$ cat src/design/mie_pkg.sv
// ----------------------------------------------------------------------------
// mie_pkg: shared types and constants of the modular inverse block
// Controller states, the command/status bundles between controller and
// datapath, and the default width and modulus reset value.
// ----------------------------------------------------------------------------
`default_nettype none

package mie_pkg;

  localparam int WIDTH_DEF     = 16;
  localparam int MODULUS_RESET = 26;

  typedef enum logic [2:0] {
    ST_IDLE,
    ST_CHECK,
    ST_DIV,
    ST_UPD,
    ST_FIX,
    ST_DONE
  } state_t;

  // commands from controller to datapath
  typedef struct packed {
    logic load;      // take a new item, seed the remainder and coefficient pairs
    logic div_init;  // start a quotient/remainder of r0 by r1
    logic div_step;  // one restoring division bit
    logic update;    // shift the Euclid pairs forward
    logic fix;       // normalize coefficient, decide on existence
    logic out_load;  // move the result into the output register
  } dp_cmd_t;

  // status from datapath to controller
  typedef struct packed {
    logic r1_zero;   // current divisor is zero, the loop is over
  } dp_sts_t;

endpackage

`default_nettype wire

$ cat src/design/mie_dpath.sv
// ----------------------------------------------------------------------------
// mie_dpath: datapath of the modular inverse block
// Holds the modulus, the Euclid remainder and coefficient pairs, a
// one-bit-per-cycle restoring divider and the result/output registers.
// ----------------------------------------------------------------------------
`default_nettype none

module mie_dpath
  import mie_pkg::*;
#(
  parameter int WIDTH = WIDTH_DEF
) (
  input  wire logic             clk,
  input  wire logic             rst_n,
  input  wire dp_cmd_t          cmd,
  output dp_sts_t               sts,
  input  wire logic             cfg_we,
  input  wire logic [WIDTH-1:0] cfg_value,
  input  wire logic [WIDTH-1:0] value,
  output logic      [WIDTH-1:0] out_inv,
  output logic                  out_ok
);

  // coefficient width: magnitudes stay within the modulus, two spare bits
  localparam int TW = WIDTH + 2;

  logic        [WIDTH-1:0] modulus_r;
  logic        [WIDTH-1:0] r0_r, r1_r;
  logic signed [TW-1:0]    t0_r, t1_r;
  logic        [WIDTH-1:0] dvd_r, quo_r, rem_r;
  logic        [WIDTH-1:0] res_inv_r;
  logic                    res_ok_r;
  logic        [WIDTH-1:0] out_inv_r;
  logic                    out_ok_r;

  logic        [WIDTH:0]   trial;
  logic        [WIDTH:0]   trial_sub;
  logic                    qbit;
  logic signed [2*TW-1:0]  prod;
  logic signed [TW-1:0]    tt;
  logic signed [TW-1:0]    mod_s;
  logic signed [TW-1:0]    t0_norm;
  logic                    ok_now;

  // restoring division bit
  assign trial     = {rem_r, dvd_r[WIDTH-1]};
  assign trial_sub = trial - {1'b0, r1_r};
  assign qbit      = !trial_sub[WIDTH];

  // next coefficient: t0 - q * t1
  assign prod = $signed({{(TW-WIDTH){1'b0}}, quo_r}) * t1_r;
  assign tt   = t0_r - $signed(prod[TW-1:0]);

  assign mod_s = $signed({{(TW-WIDTH){1'b0}}, modulus_r});

  always_comb begin
    if (t0_r[TW-1]) begin
      t0_norm = t0_r + mod_s;
    end else if (t0_r >= mod_s) begin
      t0_norm = t0_r - mod_s;
    end else begin
      t0_norm = t0_r;
    end
  end

  assign ok_now = (modulus_r > WIDTH'(1)) && (r0_r == WIDTH'(1));

  always_ff @(posedge clk) begin
    if (!rst_n) begin
      modulus_r <= WIDTH'(MODULUS_RESET);
    end else if (cfg_we) begin
      modulus_r <= cfg_value;
    end
  end

  always_ff @(posedge clk) begin
    if (cmd.load) begin
      // seed with (value, modulus): the first step reduces value mod modulus
      r0_r <= value;
      r1_r <= modulus_r;
      t0_r <= TW'(1);
      t1_r <= '0;
    end else if (cmd.update) begin
      r0_r <= r1_r;
      r1_r <= rem_r;
      t0_r <= t1_r;
      t1_r <= tt;
    end
  end

  always_ff @(posedge clk) begin
    if (cmd.div_init) begin
      dvd_r <= r0_r;
      rem_r <= '0;
      quo_r <= '0;
    end else if (cmd.div_step) begin
      dvd_r <= {dvd_r[WIDTH-2:0], 1'b0};
      quo_r <= {quo_r[WIDTH-2:0], qbit};
      rem_r <= qbit ? trial_sub[WIDTH-1:0] : trial[WIDTH-1:0];
    end
  end

  always_ff @(posedge clk) begin
    if (!rst_n) begin
      res_ok_r <= 1'b0;
    end else if (cmd.fix) begin
      res_ok_r <= ok_now;
    end
  end

  always_ff @(posedge clk) begin
    if (cmd.fix) begin
      res_inv_r <= ok_now ? t0_norm[WIDTH-1:0] : '0;
    end
  end

  always_ff @(posedge clk) begin
    if (cmd.out_load) begin
      out_inv_r <= res_inv_r;
      out_ok_r  <= res_ok_r;
    end
  end

  assign sts.r1_zero = (r1_r == '0);
  assign out_inv     = out_inv_r;
  assign out_ok      = out_ok_r;

  // a division never runs against a zero divisor
  a_div_nonzero: assert property (@(posedge clk) disable iff (!rst_n)
    cmd.div_step |-> (r1_r != '0))
    else $error("division step with zero divisor");

  // the partial remainder stays below the divisor
  a_rem_bound: assert property (@(posedge clk) disable iff (!rst_n)
    cmd.div_step |=> (rem_r < r1_r))
    else $error("partial remainder not below divisor");

  // zero is never anyone's inverse
  a_inv_nonzero: assert property (@(posedge clk) disable iff (!rst_n)
    res_ok_r |-> (res_inv_r != '0))
    else $error("inverse flagged but zero");

endmodule

`default_nettype wire

$ cat src/design/mie_ctrl.sv
// ----------------------------------------------------------------------------
// mie_ctrl: controller of the modular inverse block
// Sequences load, Euclid steps (division bits plus one update), the final
// fix-up and the hand-off to the output register.
// ----------------------------------------------------------------------------
`default_nettype none

module mie_ctrl
  import mie_pkg::*;
#(
  parameter int WIDTH = WIDTH_DEF
) (
  input  wire logic    clk,
  input  wire logic    rst_n,
  input  wire logic    in_tvalid,
  output logic         in_tready,
  output logic         out_tvalid,
  input  wire logic    out_tready,
  output dp_cmd_t      cmd,
  input  wire dp_sts_t sts
);

  localparam int CNT_W = $clog2(WIDTH);

  state_t             state_r, state_nxt;
  logic [CNT_W-1:0]   cnt_r, cnt_nxt;
  logic               out_valid_r, out_valid_nxt;
  logic               cnt_last;

  assign cnt_last = (cnt_r == CNT_W'(WIDTH - 1));

  always_ff @(posedge clk) begin
    if (!rst_n) begin
      state_r     <= ST_IDLE;
      cnt_r       <= '0;
      out_valid_r <= 1'b0;
    end else begin
      state_r     <= state_nxt;
      cnt_r       <= cnt_nxt;
      out_valid_r <= out_valid_nxt;
    end
  end

  always_comb begin
    state_nxt     = state_r;
    cnt_nxt       = cnt_r;
    cmd           = '0;
    in_tready     = 1'b0;
    out_valid_nxt = out_valid_r && !out_tready;
    case (state_r)
      ST_IDLE: begin
        in_tready = 1'b1;
        if (in_tvalid) begin
          cmd.load  = 1'b1;
          state_nxt = ST_CHECK;
        end
      end
      ST_CHECK: begin
        if (sts.r1_zero) begin
          state_nxt = ST_FIX;
        end else begin
          cmd.div_init = 1'b1;
          cnt_nxt      = '0;
          state_nxt    = ST_DIV;
        end
      end
      ST_DIV: begin
        cmd.div_step = 1'b1;
        cnt_nxt      = cnt_r + CNT_W'(1);
        if (cnt_last) begin
          state_nxt = ST_UPD;
        end
      end
      ST_UPD: begin
        cmd.update = 1'b1;
        state_nxt  = ST_CHECK;
      end
      ST_FIX: begin
        cmd.fix   = 1'b1;
        state_nxt = ST_DONE;
      end
      ST_DONE: begin
        // hold until the output register is free
        if (!out_valid_r || out_tready) begin
          cmd.out_load  = 1'b1;
          out_valid_nxt = 1'b1;
          state_nxt     = ST_IDLE;
        end
      end
      default: begin
        state_nxt = ST_IDLE;
      end
    endcase
  end

  assign out_tvalid = out_valid_r;

  a_accept_check: assert property (@(posedge clk) disable iff (!rst_n)
    (in_tvalid && in_tready) |=> (state_r == ST_CHECK))
    else $error("accepted item did not start the loop");

  a_div_len: assert property (@(posedge clk) disable iff (!rst_n)
    (state_r == ST_DIV && cnt_last) |=> (state_r == ST_UPD))
    else $error("division did not end after WIDTH bits");

  a_no_overwrite: assert property (@(posedge clk) disable iff (!rst_n)
    cmd.out_load |-> (!out_valid_r || out_tready))
    else $error("output register overwritten while pending");

endmodule

`default_nettype wire

$ cat src/design/modular_inverse_ext_euclid.sv
// ----------------------------------------------------------------------------
// modular_inverse_ext_euclid: modular inverse by the extended Euclid method
// Inverts each input item modulo the configured modulus; flags when none.
// ----------------------------------------------------------------------------
// Sequence: accept, then per Euclid step a check, WIDTH restoring-division
//   bits and an update, then a final check, fix-up and output load; at most
//   23 steps for WIDTH=16 (one extra step reduces value mod modulus).
// Throughput: one item at a time, set by the shared bit-serial divider;
//   the next item is taken while a finished result waits in the output reg.
// Reset (rst_n low, synchronous): controller idle, no result pending,
//   modulus back to 26.
`default_nettype none

module modular_inverse_ext_euclid
  import mie_pkg::*;
#(
  parameter int WIDTH = WIDTH_DEF
) (
  input  wire logic                      clk,
  input  wire logic                      rst_n,
  // input items
  input  wire logic                      in_tvalid,
  output logic                           in_tready,
  input  wire logic [((WIDTH+7)/8)*8-1:0] in_tdata,   // [WIDTH-1:0] value
  // result items
  output logic                           out_tvalid,
  input  wire logic                      out_tready,
  output logic [((WIDTH+7)/8)*8-1:0]     out_tdata,  // [WIDTH-1:0] inverse
  output logic                           out_tuser,  // [0] has_inverse
  // modulus register write
  input  wire logic                      cfg_valid,
  output logic                           cfg_ready,
  input  wire logic [WIDTH-1:0]          cfg_data
);

  localparam int DW = ((WIDTH + 7) / 8) * 8;

  dp_cmd_t           cmd;
  dp_sts_t           sts;
  logic [WIDTH-1:0]  inv;
  logic              ok;

  // modulus writes must arrive only while idle; the block does not enforce it and always takes them
  assign cfg_ready = 1'b1;

  mie_ctrl #(
    .WIDTH (WIDTH)
  ) u_ctrl (
    .clk        (clk),
    .rst_n      (rst_n),
    .in_tvalid  (in_tvalid),
    .in_tready  (in_tready),
    .out_tvalid (out_tvalid),
    .out_tready (out_tready),
    .cmd        (cmd),
    .sts        (sts)
  );

  mie_dpath #(
    .WIDTH (WIDTH)
  ) u_dpath (
    .clk       (clk),
    .rst_n     (rst_n),
    .cmd       (cmd),
    .sts       (sts),
    .cfg_we    (cfg_valid),
    .cfg_value (cfg_data),
    .value     (in_tdata[WIDTH-1:0]),
    .out_inv   (inv),
    .out_ok    (ok)
  );

  // zero-fill the inverse up to a whole number of bytes
  assign out_tdata = DW'(inv);
  assign out_tuser = ok;

endmodule

`default_nettype wire

$ cat config.mk
export PLATFORM = sky130hd
export DESIGN_NAME = modular_inverse_ext_euclid
export DESIGN_NICKNAME = d
export VERILOG_FILES = /design/src/design/mie_pkg.sv /design/src/design/mie_dpath.sv /design/src/design/mie_ctrl.sv /design/src/design/modular_inverse_ext_euclid.sv
export SDC_FILE = /design/constraint.sdc
export NUM_CORES = 1
export LEC_CHECK = 0
export ABC_AREA = 1
export BUFFER_PORTS_ARGS = -buffer_cell sky130_fd_sc_hd__buf_2
export CAP_MARGIN = 40
export CORE_UTILIZATION = 45
export CTS_CLUSTER_DIAMETER = 40
export DETAILED_ROUTE_END_ITERATION = 10
export GPL_TIMING_DRIVEN = 0
export PLACE_DENSITY_LB_ADDON = 0.08
export SLEW_MARGIN = 10
export SYNTH_ARGS = -nofsm -noshare
export SYNTH_HDL_FRONTEND = slang
export SYNTH_HIERARCHICAL = 1
export SYNTH_SLANG_ARGS = --single-unit
$ cat constraint.sdc
create_clock -name clk -period 6.6 [get_ports clk]
set_input_delay 0.33 -clock clk [delete_from_list [all_inputs] [get_ports clk]]
set_output_delay 0.33 -clock clk [all_outputs]
set_load 0.02 [all_outputs]
# After elaboration in Yosys (flattened, before gate mapping)
# Index checks and enable logic that the tools add are counted.
# W data, S select, Z words.
[word_totals] regBits=174 inputBits=37
[classes] n_addsub=5 mul=1 n_lt_le_gt_ge=2 n_eq_ne=11 muxes=28 n_reduce_logical=13
[op_table] cell="$mux W16" count=9
[op_table] cell="$ge A18 B17 Y1" count=1
[op_table] cell="$mul A17 B18 Y18" count=1
[op_table] cell="$pmux W3 S6" count=1
[op_table] cell="$sub A18 B18 Y18" count=1
[op_table] cell="$sub A17 B16 Y17" count=1
[op_table] cell="$add A16 B16 Y16" count=1
[op_table] cell="$eq A16 B1 Y1 const B" count=1
[op_table] cell="$gt A16 B1 Y1 const B" count=1
[op_table] cell="$logic_not A16 Y1" count=1
[op_table] cell="$sub A16 B16 Y16" count=1
[op_table] cell="$mux W1" count=12
[op_table] cell="$mux W3" count=4
[op_table] cell="$pmux W4 S2" count=1
[op_table] cell="$eq A3 B2 Y1 const B" count=2
[op_table] cell="$eq A3 B3 Y1 const B" count=2
[op_table] cell="$reduce_bool A2 Y1" count=3
[op_table] cell="$add A4 B1 Y4 const B" count=1
[op_table] cell="$eq A4 B4 Y1 const B" count=1
[op_table] cell="$mux W4" count=1
[op_table] cell="$ne A2 B1 Y1 const B" count=2
[op_table] cell="$ne A2 B2 Y1 const B" count=2
[op_table] cell="$eq A3 B1 Y1 const B" count=1
[op_table] cell="$logic_not A1 Y1" count=3
[op_table] cell="5 further kinds" count=6

# Logic depth before layout (Yosys ltp)
[depth] ltp_word=4 ltp_mapped=30 depth_no_buf=28

# By module
# Netlist, hierarchy kept.
[modules_own_cells] mod="mie_dpath" instances=1 cells_per_inst=1946 area_per_inst_um2=14978.1 seq_area_each_um2=4134.0
[modules_own_cells] mod="mie_ctrl" instances=1 cells_per_inst=64 area_per_inst_um2=441.7 seq_area_each_um2=160.2
[modules_own_cells] mod="modular_inverse_ext_euclid" instances=1 cells_per_inst=2 area_per_inst_um2=11.3 seq_area_each_um2=0.0

# Worst setup path before layout
# OpenSTA, ideal clock, no wires.
[synth_timing] path_kind="register -> register" start="register u_dpath.quo_r[2]" end="register u_dpath.t1_r[17]" setup_time_ns=0.109 arrival_ns=5.234 required_time_ns=6.491 path_slack_ns=1.257 path_stages_with_launch=25 path_buffers=2 path_cell_list="dfxtp_1 -> clkbuf_1 -> clkbuf_1 -> nand2_1 -> fa_1 -> fa_1 -> inv_1 -> fa_1 -> inv_1 -> fa_1 -> inv_1 -> fa_1 -> fa_1 -> inv_1 -> ha_1 -> inv_1 -> nor3_1 -> nand2_1 -> nand3b_1 -> nor2_1 -> nor2_1 -> nand3_1 -> nand3_1 -> nand2_1 -> inv_1"
[synth_via] elab_chain_cells=2
[synth_rtl] item="from (decl)" line_no="mie_dpath.sv:30" source="logic [WIDTH-1:0] dvd_r, quo_r, rem_r;"
[synth_rtl] item="from (signal assigned)" line_no="mie_dpath.sv:98" source="quo_r <= {quo_r[WIDTH-2:0], qbit};"
[synth_rtl] item="$mul A17 B18 Y18" line_no="mie_dpath.sv:51" source="assign prod = $signed({{(TW-WIDTH){1'b0}}, quo_r}) * t1_r;"
[synth_rtl] item="$sub A18 B18 Y18" line_no="mie_dpath.sv:52" source="assign tt = t0_r - $signed(prod[TW-1:0]);"
[synth_rtl] item="to (signal assigned)" line_no="mie_dpath.sv:87" source="t1_r <= tt;"
[synth_rtl] item="to (decl)" line_no="mie_dpath.sv:29" source="logic signed [TW-1:0] t0_r, t1_r;"
# No other way between the ends.
# A chain may end at the register's enable or synchronous reset.

# Final worst setup path
[layout_timing] start="register u_dpath.quo_r[3]" end="register u_dpath.t1_r[17]"
# Same word-level chain as after synthesis.

==> impl_metrics.json <==
{
  "critical_path_class": "flop to flop",
  "setup_viol": 0,
  "required_ns": 6.93,
  "n_antenna_cell": 0,
  "antenna_found_initial": 0,
  "drt_wl_total_mm": 43.98,
  "cts_post_setup_buffers_inserted": 0,
  "end_kind": "flop",
  "vdd_drop_max_v": 0.0001998,
  "track_usage_pct": 26.01,
  "insertion_delay_ns": 0.44,
  "r2r-start": "u_dpath/quo_r[3]",
  "die_y_um": 187.2,
  "grt_setup_unrepaired": "no",
  "start_util_pct": 45.90,
  "finalMaxSlewViolations": 0,
  "finClkSkew_ns": 0.01923,
  "clk_pin_slew_ns": 0.07,
  "area_growth_pct": 9.543,
  "numClockSinks": 174,
  "hold_viol_final": 0,
  "finalSetupTns_ns": 0,
  "synth_xor_area_share_pct": 2.157,
  "ys_seq_area_share_pct": 27.83,
  "crit_cells": 26,
  "yosys_warnings": 6,
  "dr.pass1.iters": 7,
  "via_per_inst": 5.132,
  "place_area_um2": 16310,
  "worst_r2r_endpoint": "u_dpath/t1_r[17]",
  "synth.cell_area_um2": 15430,
  "fp.dieW_um": 187.2,
  "syn-instance-count": 2012,
  "worst_pin_slew_ns": 0.8870,
  "final_antenna_net_count": 0,
  "synthSimpleGateAreaFrac_pct": 18.89,
  "min_period_over_period_pct": 94.18,
  "cts_inserted_buffers": 17,
  "status": "completed",
  "grt_max_degree": 33,
  "cp_slowest_stage_delay_ns": 0.56,
  "cp_num_buf_inv": 9,
  "drtIter0Drc": 908,
  "grt_pass1_wl_mm": 70.05,
  "final_util_pct": 50.28,
  "slew_headroom_pct": 40.80,
  "cp-endpoint": "u_dpath/t1_r[17]",
  "die_area_um2": 35040,
  "fmax_mhz": 160.9,
  "muxShareOfSynthArea_pct": 0,
  "grt_pass1_vias": 12720,
  "wl_per_cell_um": 17.25,
  "numPlacedInstances": 2518,
  "ys_ff_latch": 174,
  "p_leak_nw": 8.644,
  "portBuffers": 55,
  "hold_path_class": "input pin to flop",
  "syn_area_per_cell_um2": 7.670,
  "io_pins": 57,
  "timing.critical_path.slowest_stage_cell": "buf_1",
  "final.min_clock_period_ns": 6.216,
  "crit_family": "adder cells",
  "stdcell_count": 2550,
  "clock_path_buffers": 2,
  "critPathMaxFanout": 10,
  "clockRootBuffer": "clkbuf_16",
  "core_area_um2": 33620,
  "crit_top_cell": "inv_1",
  "gp_congestion": 0.9668,
  "row_count": 67,
  "gr-total-overflow": 0,
  "synth_compound_area_share_pct": 12.04,
  "drive_gt1_share_pct": 7.422,
  "htreeDepth": 4,
  "tritoncts": "built",
  "hpwl_mm": 35.66,
  "crit_start": "u_dpath/quo_r[3]",
  "holdWs_ns": 0.1173,
  "synth-adder-area-share_pct": 25.77,
  "start_kind": "flop",
  "nFillCells": 3376,
  "r2r_slack_ns": 0.38,
  "cap_violations": 0,
  "fin_nets": 2367,
  "synth.net_count": 2290,
  "vias": 13090,
  "finalInstanceArea_um2": 16900,
  "synth_top_family_by_area": "adder cells",
  "drc": 0,
  "ys_types": 52,
  "rr_worst_depth": 26,
  "cellPowerDensity_nw_per_um2": 263.2,
  "arrival_ns": 6.54
}
[routing by layer]
layer	global-route usage, %	vias to the layer above	part of all wire (%)	routed length [µm]
met5	0	-	0	0
met4	8.134	0	2.8	1232
met3	5.347	64	6.3	2780
met2	40.53	332	44	19310
met1	36.15	6257	47	20660
li1	-	6434	-	-
[synthesized netlist by cell type, drive strengths merged]
master  instances  area [µm²]
nor4            8       56.30
a21o            8       60.06
xor2           21       183.9
o21a            2       15.01
o31ai           4       35.03
nor2           77       314.0
nand3b          2       15.01
nor3           15       75.07
o22ai          26       162.7
nand3          97       505.5
buf            28       148.9
inv           457        1720
xnor2          17       148.9
a22oi           1       7.510
clkbuf         46       173.9
a221oi          1       8.760
a21oi         108       540.5
dfxtp          93        1862
a22o            1       8.760
or2             8       50.05
clkinv          2       7.510
edfxtp         81        2432
a211oi          2       15.01
nand2         474        1812
o21ai         143       719.4
o211ai         16       145.1
ha            113        1414
a31oi           5       31.28
o21bai         11       90.08
conb            1       3.750
fa            128        2562
a21boi          2       18.77
nand4          14       87.58
[worst min-delay path by stage]
stage	startpoint	end	slack [ns]	depth (start not counted)
6_report	cfg_data[0]	u_dpath/modulus_r[0]	0.12	3
5_1_grt	cfg_data[0]	u_dpath/modulus_r[0]	0.12	3
4_1_cts	cfg_data[0]	u_dpath/modulus_r[0]	0.10	3
3_5_place_dp	u_dpath/res_inv_r[6]	u_dpath/out_inv[6]	0.40	0
3_3_place_gp	u_dpath/res_inv_r[14]	u_dpath/out_inv[14]	0.40	0
2_1_floorplan	u_dpath/res_inv_r[0]	u_dpath/out_inv[0]	0.40	0
[through the flow]
step | setup WS (ns) | power, mW
floorplan | 1.257 | 2.838
global placement | 0.2493 | 3.371
detailed placement | 0.2787 | 3.394
CTS | 0.2456 | 4.455
global route | 0.009244 | 4.770
finish | 0.3840 | 4.450
[flip-flops by register name, indices dropped and copies added (netlist names)]
| register | flops |
|---|---|
| u_dpath/t0_r | 18 |
| u_dpath/modulus_r | 16 |
| u_dpath/out_inv | 16 |
| u_ctrl/state_r | 3 |
| u_dpath/out_ok | 1 |
| u_ctrl/cnt_r | 4 |
| u_ctrl/out_tvalid | 1 |
| u_dpath/res_inv_r | 16 |
| u_dpath/t1_r | 18 |
| u_dpath/r0_r | 16 |
| u_dpath/r1_r | 16 |
| u_dpath/res_ok_r | 1 |
| u_dpath/dvd_r | 16 |
| u_dpath/rem_r | 16 |
| u_dpath/quo_r | 16 |
[power by group]
group	internal (mW)	total, mW	leakage [nW]	switching (mW)
clock network	0.601	1.05	0.289	0.452
logic	0.613	1.91	6.81	1.29
registers	1.37	1.49	1.54	0.122
[logic make-up after synthesis]
logic type / after synthesis
AOI/OAI and AO/OA: 330
xor gates and xnor gates: 38
adders and majority gates: 241
buffers and inverters: 533
DFF: 174
other: 1
and+or+nand+nor: 695
[cell type report]
| class | count | area (µm²) | area share, % |
|---|---|---|---|
| Clock inverter | 12 | 157.7 | 0.9326 |
| Timing Repair Buffer | 58 | 307.8 | 1.821 |
| Tap cell | 448 | 560.5 | 3.316 |
| Inverter | 459 | 1728 | 10.22 |
| Buffer | 74 | 327.8 | 1.939 |
| Sequential cell | 174 | 4294 | 25.40 |
| Clock buffer | 20 | 436.7 | 2.583 |
| Multi-Input combinational cell | 1305 | 9091 | 53.78 |
[tightest hold or removal path: stages]
cell,delay (ns)
buf_2,0.08
nor2_1,0.04
nor2_1,0.08
[cells in the final DEF (no fill, tap or decap), types with 3 or more instances in the layout]
| cell type | instances |
|---|---|
| nor2_4 | 3 |
| or2_2 | 7 |
| inv_2 | 4 |
| clkinv_1 | 3 |
| o21ai_1 | 8 |
| clkbuf_1 | 43 |
| a21o_1 | 8 |
| xnor2_1 | 17 |
| o211ai_1 | 11 |
| ha_1 | 113 |
| inv_6 | 4 |
| nor2_1 | 71 |
| nand2_2 | 4 |
| nor4_1 | 7 |
| inv_1 | 451 |
| edfxtp_1 | 81 |
| nor3_1 | 15 |
| clkbuf_16 | 17 |
| buf_2 | 76 |
| o31ai_1 | 3 |
| nor2_2 | 3 |
| clkbuf_2 | 5 |
| o22ai_1 | 26 |
| nand3_2 | 4 |
| nand2_4 | 3 |
| o21bai_1 | 9 |
| xor2_1 | 21 |
| a31oi_1 | 5 |
| bufinv_16 | 3 |
| dfxtp_1 | 93 |
| a21oi_1 | 108 |
| buf_1 | 5 |
| o211ai_2 | 5 |
| buf_4 | 4 |
| nand2_1 | 467 |
| o21ai_0 | 134 |
| fa_1 | 128 |
| nand3_1 | 93 |
| nand4_1 | 14 |
[repair_timing]
action / CTS / global route
hold buffers: 0 / 0
gates resized for setup: 0 / 5
setup endpoints to repair: 0 / 1
(Power assumes the default switching activity.)
